==> config.mk <==
export PLATFORM = sky130hd
export DESIGN_NAME = rgb_to_hsv_pixel
export DESIGN_NICKNAME = d
export VERILOG_FILES = /design/src/hw/rtl/rgbhsv_pkg.sv /design/src/hw/rtl/rgb_to_hsv_pixel.sv
export SDC_FILE = /design/constraint.sdc
export NUM_CORES = 1
export LEC_CHECK = 0
export BUFFER_PORTS_ARGS = -buffer_cell sky130_fd_sc_hd__buf_2
export CAP_MARGIN = 20
export CORE_MARGIN = 3
export CORE_UTILIZATION = 58
export DETAILED_ROUTE_END_ITERATION = 6
export GPL_TIMING_DRIVEN = 1
export PLACE_DENSITY = 0.76
export SETUP_SLACK_MARGIN = 0.02
export SYNTH_ARGS = -nofsm -noshare
export SYNTH_HDL_FRONTEND = slang
export SYNTH_SLANG_ARGS = --single-unit
==> constraint.sdc <==
create_clock -name clk -period 9.5 [get_ports clk]
set_clock_uncertainty 0.15 [all_clocks]
set_input_delay 0.95 -clock clk [delete_from_list [all_inputs] [get_ports clk]]
set_output_delay 0.95 -clock clk [all_outputs]
set_load 0.005 [all_outputs]
==> src/hw/rtl/rgbhsv_pkg.sv <==
// Shared types and constants for the RGB to HSV pixel converter.
// Depends on nothing; used by rgb_to_hsv_pixel, hsv_result_checker and tb_top.
package rgbhsv_pkg;

	localparam int CH_W    = 8;   // one color channel
	localparam int HUE_W   = 9;   // hue in degrees, 0..359
	localparam int PCT_W   = 7;   // percent, 0..100
	localparam int DIFF_W  = 9;   // a - b + d, 0..510
	localparam int NUM_W   = 15;  // scaled numerators, below 2**15
	localparam int QBITS   = 7;   // quotient bits, both quotients stay below 128

	localparam int STAGES  = 10;  // s1 sort, s2 scale, s3..s9 divide, s10 result

	localparam logic [NUM_W-1:0] HUE_SCALE = NUM_W'(60);
	localparam logic [NUM_W-1:0] PCT_SCALE = NUM_W'(100);
	localparam logic [HUE_W-1:0] HUE_RED_LOW_OFS = HUE_W'(300);
	localparam logic [HUE_W-1:0] HUE_RED_OFS     = HUE_W'(60);
	localparam logic [HUE_W-1:0] HUE_GRN_OFS     = HUE_W'(60);
	localparam logic [HUE_W-1:0] HUE_BLU_OFS     = HUE_W'(180);
	localparam logic [QBITS-1:0] HUE_RED_WRAP    = QBITS'(60);

	// which channel holds the maximum, red winning ties over green over blue
	typedef enum logic [1:0] {
		HUE_RED,
		HUE_GRN,
		HUE_BLU
	} hue_br_t;

endpackage

==> src/hw/rtl/rgb_to_hsv_pixel.sv <==
// RGB to HSV pixel converter: ten-stage pipeline with two bit-per-stage dividers.
// Depends on rgbhsv_pkg for widths, scale constants and the hue branch type.
//
// Usage:
//   Slave stream s_axis_* carries one pixel per beat (blue, green, red bytes).
//   Master stream s_axis_* counterpart m_axis_* returns one beat per pixel with
//   hue in degrees and saturation and value in floored percent, in order.
//   An accepted input beat passes the s1 to s10 registers. Throughput is one
//   pixel per clock while m_axis_tready is high; the two restoring dividers
//   (hue over the channel spread, saturation over the maximum) resolve one
//   quotient bit per stage across s3..s9, so they set the depth but not the rate.
//   Every stage carries its own valid bit and advances when it is empty or the
//   stage after it advances, so bubbles are squeezed out and s_axis_tready
//   stays high while the pipeline has any empty slot, even with a stalled
//   output beat waiting.
//   When m_axis_tready is low, the output beat holds, and stages fill up
//   behind it; no beat is dropped or repeated.
//   Reset (arst_n low) clears all valid bits at once; data registers are not
//   reset. The block is ready for input right after reset.
module rgb_to_hsv_pixel (
	input  logic        clk,
	input  logic        arst_n,
	input  logic        s_axis_tvalid,
	output logic        s_axis_tready,
	input  logic [23:0] s_axis_tdata,   // [7:0] blue_in, [15:8] green_in, [23:16] red_in
	output logic        m_axis_tvalid,
	input  logic        m_axis_tready,
	output logic [23:0] m_axis_tdata    // [8:0] hue_deg, [15:9] sat_pct, [22:16] val_pct, [23] 0
);

	localparam int NS = rgbhsv_pkg::STAGES;
	localparam int CW = rgbhsv_pkg::CH_W;
	localparam int NW = rgbhsv_pkg::NUM_W;
	localparam int QW = rgbhsv_pkg::QBITS;
	localparam int HW = rgbhsv_pkg::HUE_W;
	localparam int PW = rgbhsv_pkg::PCT_W;
	localparam int DW = rgbhsv_pkg::DIFF_W;

	// per-stage valid bits and advance enables
	logic [NS:1] vld_s;
	logic [NS:1] adv;

	// unpacked input fields
	logic [CW-1:0] blue_in, green_in, red_in;

	assign blue_in  = s_axis_tdata[CW-1:0];
	assign green_in = s_axis_tdata[2*CW-1:CW];
	assign red_in   = s_axis_tdata[3*CW-1:2*CW];

	// ---------------------------------------------------------------------
	// Flow control: a stage advances when empty or when its successor does.
	// ---------------------------------------------------------------------
	always_comb begin
		adv[NS] = !vld_s[NS] || m_axis_tready;
		for (int i = NS - 1; i >= 1; i--) begin
			adv[i] = !vld_s[i] || adv[i+1];
		end
	end

	assign s_axis_tready = adv[1];

	always_ff @(posedge clk or negedge arst_n) begin
		if (!arst_n) begin
			vld_s <= '0;
		end else begin
			if (adv[1]) begin
				vld_s[1] <= s_axis_tvalid;
			end
			for (int i = 2; i <= NS; i++) begin
				if (adv[i]) begin
					vld_s[i] <= vld_s[i-1];
				end
			end
		end
	end

	// ---------------------------------------------------------------------
	// s1: sort channels, pick the hue branch, form the spread and hue offset
	// numerator a - b + d (never negative since |a - b| <= d).
	// ---------------------------------------------------------------------
	logic [CW-1:0]       mx_c, mn_c;
	rgbhsv_pkg::hue_br_t br_c;
	logic [DW-1:0]       ha_c, hb_c;

	always_comb begin
		if (red_in >= green_in && red_in >= blue_in) begin
			br_c = rgbhsv_pkg::HUE_RED;
			mx_c = red_in;
			ha_c = DW'(green_in);
			hb_c = DW'(blue_in);
		end else if (green_in >= blue_in) begin
			br_c = rgbhsv_pkg::HUE_GRN;
			mx_c = green_in;
			ha_c = DW'(blue_in);
			hb_c = DW'(red_in);
		end else begin
			br_c = rgbhsv_pkg::HUE_BLU;
			mx_c = blue_in;
			ha_c = DW'(red_in);
			hb_c = DW'(green_in);
		end
		mn_c = red_in;
		if (green_in < mn_c) mn_c = green_in;
		if (blue_in < mn_c)  mn_c = blue_in;
	end

	logic [CW-1:0]       mx_s1, d_s1;
	logic [DW-1:0]       hdiff_s1;
	rgbhsv_pkg::hue_br_t br_s1;

	always_ff @(posedge clk) begin
		if (adv[1]) begin
			mx_s1    <= mx_c;
			d_s1     <= mx_c - mn_c;
			hdiff_s1 <= ha_c + DW'(mx_c - mn_c) - hb_c;
			br_s1    <= br_c;
		end
	end

	// ---------------------------------------------------------------------
	// s2 .. s9: divider lanes. s2 holds the scaled numerators; each of s3..s9
	// resolves one quotient bit, most significant first.
	// ---------------------------------------------------------------------
	logic [NW-1:0]       hrem_s [2:9];
	logic [NW-1:0]       srem_s [2:9];
	logic [QW-1:0]       hq_s   [2:9];
	logic [QW-1:0]       sq_s   [2:9];
	logic [CW-1:0]       hdiv_s [2:9];
	logic [CW-1:0]       sdiv_s [2:9];
	logic [PW-1:0]       val_s  [2:9];
	logic                gray_s [2:9];
	rgbhsv_pkg::hue_br_t br_s   [2:9];

	// value = floor(100*mx/255) via x/255 = (x + (x >> 8) + 1) >> 8, exact here
	logic [NW-1:0] vnum_c, vsum_c;

	assign vnum_c = NW'(mx_s1) * rgbhsv_pkg::PCT_SCALE;
	assign vsum_c = vnum_c + (vnum_c >> 8) + NW'(1);

	always_ff @(posedge clk) begin
		if (adv[2]) begin
			hrem_s[2] <= NW'(hdiff_s1) * rgbhsv_pkg::HUE_SCALE;
			srem_s[2] <= NW'(d_s1) * rgbhsv_pkg::PCT_SCALE;
			hq_s[2]   <= '0;
			sq_s[2]   <= '0;
			hdiv_s[2] <= d_s1;
			sdiv_s[2] <= mx_s1;
			val_s[2]  <= vsum_c[NW-1:8];
			gray_s[2] <= (d_s1 == '0);
			br_s[2]   <= br_s1;
		end
	end

	for (genvar gi = 3; gi <= 9; gi++) begin : g_div
		localparam int B = 9 - gi;   // quotient bit resolved in this stage

		logic [NW-1:0] htrial, strial;
		logic          hge, sge;

		assign htrial = NW'(hdiv_s[gi-1]) << B;
		assign strial = NW'(sdiv_s[gi-1]) << B;
		assign hge    = hrem_s[gi-1] >= htrial;
		assign sge    = srem_s[gi-1] >= strial;

		always_ff @(posedge clk) begin
			if (adv[gi]) begin
				hrem_s[gi] <= hge ? hrem_s[gi-1] - htrial : hrem_s[gi-1];
				srem_s[gi] <= sge ? srem_s[gi-1] - strial : srem_s[gi-1];
				hq_s[gi]   <= {hq_s[gi-1][QW-2:0], hge};
				sq_s[gi]   <= {sq_s[gi-1][QW-2:0], sge};
				hdiv_s[gi] <= hdiv_s[gi-1];
				sdiv_s[gi] <= sdiv_s[gi-1];
				val_s[gi]  <= val_s[gi-1];
				gray_s[gi] <= gray_s[gi-1];
				br_s[gi]   <= br_s[gi-1];
			end
		end
	end

	// ---------------------------------------------------------------------
	// s10: place the quotient in the branch's sector; gray pixels get zero
	// hue and saturation. The divide-by-zero quotients are dropped there.
	// ---------------------------------------------------------------------
	logic [HW-1:0] hue_c;
	logic [HW-1:0] hq9;

	assign hq9 = HW'(hq_s[9]);

	always_comb begin
		unique case (br_s[9])
			rgbhsv_pkg::HUE_RED: begin
				if (hq_s[9] < rgbhsv_pkg::HUE_RED_WRAP) begin
					hue_c = hq9 + rgbhsv_pkg::HUE_RED_LOW_OFS;
				end else begin
					hue_c = hq9 - rgbhsv_pkg::HUE_RED_OFS;
				end
			end
			rgbhsv_pkg::HUE_GRN: hue_c = hq9 + rgbhsv_pkg::HUE_GRN_OFS;
			rgbhsv_pkg::HUE_BLU: hue_c = hq9 + rgbhsv_pkg::HUE_BLU_OFS;
			default:             hue_c = '0;
		endcase
	end

	logic [HW-1:0] hue_s10;
	logic [PW-1:0] sat_s10, val_s10;

	always_ff @(posedge clk) begin
		if (adv[10]) begin
			hue_s10 <= gray_s[9] ? '0 : hue_c;
			sat_s10 <= gray_s[9] ? '0 : sq_s[9];
			val_s10 <= val_s[9];
		end
	end

	assign m_axis_tvalid = vld_s[NS];
	assign m_axis_tdata  = {1'b0, val_s10, sat_s10, hue_s10};

endmodule

==> run summary <==
EDFF count, synth -> 470
CP required -> 9640 ps
Cell taking the most area after synthesis -> edfxtp_1
Largest net degree at the start of global routing -> 68
Die height -> 219.1 microns
Area Growth Syn to Fin -> 9.746%
Grt met2 use -> 36.44%
Post-Syn Nets -> 2,483
Final Cycle Share -> 75.92%
Post-synthesis sequential area ratio -> 54.55%
Port buffer count -> 52
Top FF cell, synth -> edfxtp_1
Via/cell ratio -> 5.526
# IOs -> 54
Final slew viol count -> 0
Tot GR Track Use -> 19.04%
Die width -> 219.1 microns
Post_cts resized -> 0
Largest family of logic cells by synthesized area -> adder cells
RSZ-0062 raised after global routing -> false
Setup Buffers After CTS -> 0
Gpl congestion -> 0.9053
Mux cell area share after synthesis -> 2.837%
Clock slew at reported path FFs -> 60 ps
Status -> finished clean
Hold crit path type -> input pin to async pin
# diodes -> 0
Setup TNS -> 0 ps
Clk_lat worst skew -> 550 ps
Post-route insts no fill -> 2,872
Post-Route WL -> 44,920 microns
Cell area after layout -> 28,900 sq um
Dpl cell area -> 27,270 sq um
Number of global-route vias before repair -> 16,150
Unique masters post-synth -> 78
Top Usage Layer GRT -> met2
CTS HTree Levels -> 2
Row count -> 77
Core area -> 44,510 sq um
Slew Limit Headroom -> 32.74%
Post-route minimum period -> 7212 ps
Cell area after synthesis -> 26,330 sq um
Nets -> 2,561
WS Path Type -> input pin to register
Post-synth ARST share -> 2.083%
Wire per inst -> 15.64 microns
Post-Route Utilization -> 64.92%
Slew @ Worst Pin -> 1009 ps
Xor/xnor cell area share of the yosys netlist -> 3.716%
Global route overflow -> 0
Num CTS Buffers -> 47
Detail Route Antenna Nets -> 0
Post-Synth Simple-Gate Area -> 9.024%
Post-DP HPWL -> 34,320 microns
Commonest non-fill, non-tap cell in the layout -> edfxtp_1
Met3 Usage GRT -> 2.617%
Die area -> 47,990 sq um
Synth Instances -> 2,165
Initial core utilization -> 59.16%
Commonest non-fill, non-tap cells in the layout -> 470 x edfxtp_1, 264 x inv_1, 240 x ha_1, 147 x nor2_1, 135 x a21oi_1
Crit-path max FO -> 21
Root Buffer Master -> clkbuf_16
Synth area leaders -> edfxtp_1 54%, ha_1 11%, fa_1 3.8%, inv_1 3.8%, a21oi_1 2.6%
Fin. Hold Viols -> 0
CP Launch Type -> input pin
Clk sink count -> 480
Peak Freq -> 0.1387 GHz
Top cell type's share of synthesized area -> 53.60%
Yosys warning total -> 0
Post-synthesis adder-cell area fraction -> 15.21%
Share of cells above drive strength 1 -> 8.728%
First-pass GRT wire length -> 74,950 microns
GRT met1 Usage -> 21.69%
Synth Area in Compound Gates -> 10.31%
DRC -> 0
Crit path DAT -> 7360 ps
Setup violations, final -> 0
Clk buf depth -> 3
Vias -> 15,870
Pre-antenna DRT Iters -> 5
Cts hold-fix bufs -> 0
Syn Area/Cell -> 12.16 sq um
CP Capture Type -> register
Initial DRC Count -> 920
Antenna violations before repair -> 0
Max cap viols -> 0
CTS tree -> yes
Synth Register Bits -> 480
Placed insts -> 2,785
-- critical path: stages --
cell and delay [ps]:
buf_2 170, inv_1 80, ha_1 290, nor2b_1 140
o2111ai_1 260, nand3_1 520, mux2i_1 490, ha_1 220
nand2_1 80, a2111oi_1 490, nor3_2 110, o21ai_2 660
a21oi_1 240, fa_1 540, inv_1 50, fa_1 500
ha_1 160, inv_1 50, fa_1 410, nor2b_1 120
o21ai_0 100, a21boi_1 220, o21a_1 150, o21ai_0 80
nand2b_1 80, a21oi_1 70, xnor2_1 120
-- cell usage after synthesis, types with 12 or more instances --
cell type  number
edfxtp_1      470
inv_1         266
ha_1          240
nor2_1        147
a21oi_1       135
nand2_1       114
o21ai_0        72
xnor2_1        67
fa_1           50
nor2b_1        50
a21o_1         47
xor2_1         42
nand2b_1       36
o21ai_1        33
mux2_2         32
nor3_1         28
mux2i_1        27
o21a_1         24
nand3_1        23
clkbuf_1       20
nand4_1        20
o21bai_1       16
a31oi_1        12
buf_2          12
nor4_1         12
-- layer usage --
layer | share of wire [%] | up-vias
li1 | - | 7944
met5 | 0 | -
met1 | 41 | 7538
met2 | 53 | 290
met3 | 3.4 | 100
met4 | 3.2 | 0
-- area by class of cell --
cell class                      count  area, sq um
Inverter                          267         1002
Multi-Input combinational cell   1385        10840
Fill cell                        3265        15610
Sequential cell                   480        14360
Tap cell                          592        740.7
Clock buffer                       60         1287
Clock inverter                     26        317.8
Timing Repair Buffer               62        347.8
-- flip-flops by register name, indices dropped and copies added, names as in the netlist, 9 cells and up --
name / cells
sq_s: 28
hdiv_s: 56
sdiv_s: 56
hrem_s: 92
vld_s: 10
srem_s: 80
hue_s10: 9
hdiff_s1: 9
br_s: 16
val_s: 56
hq_s: 28
-- logic make-up (layout without fill, tap and decap cells) --
kind of cell	after synthesis	in the layout
xor+xnor	110	110
other cells	1	1
simple gates	482	482
fa+ha+maj	290	290
flops	480	480
buf+inv	300	415
mux	69	69
compound gates	433	433
-- final timing paths --
| check | startpoint | end | slack (ps) | cells after the start |
|---|---|---|---|---|
| worst max register to register | mx_s1[2] | val_s[2][6] | 4180 | 18 |
| max in group asynchronous | arst_n | vld_s[4] | 8880 | 1 |
| min in group clk | val_s[3][0] | val_s[4][0] | 270 | 0 |
| worst min register to register | val_s[3][0] | val_s[4][0] | 270 | 0 |
| worst max-delay path | s_axis_tdata[17] | hdiff_s1[8] | 2290 | 27 |
| worst min-delay path | arst_n | vld_s[1] | 110 | 1 |
-- per-stage QoR --
stage | worst slack, ps | hold slack [ps]
finish | 2288 | 108.4
global route | 1838 | 107.3
CTS | 2364 | 87.78
detailed placement | 1804 | 254.5
global placement | 1947 | 250.9
floorplan | 2988 | 250.3
Power is not shown: default switching activity piles up to over one toggle a cycle in this logic, so the estimate is an artifact.
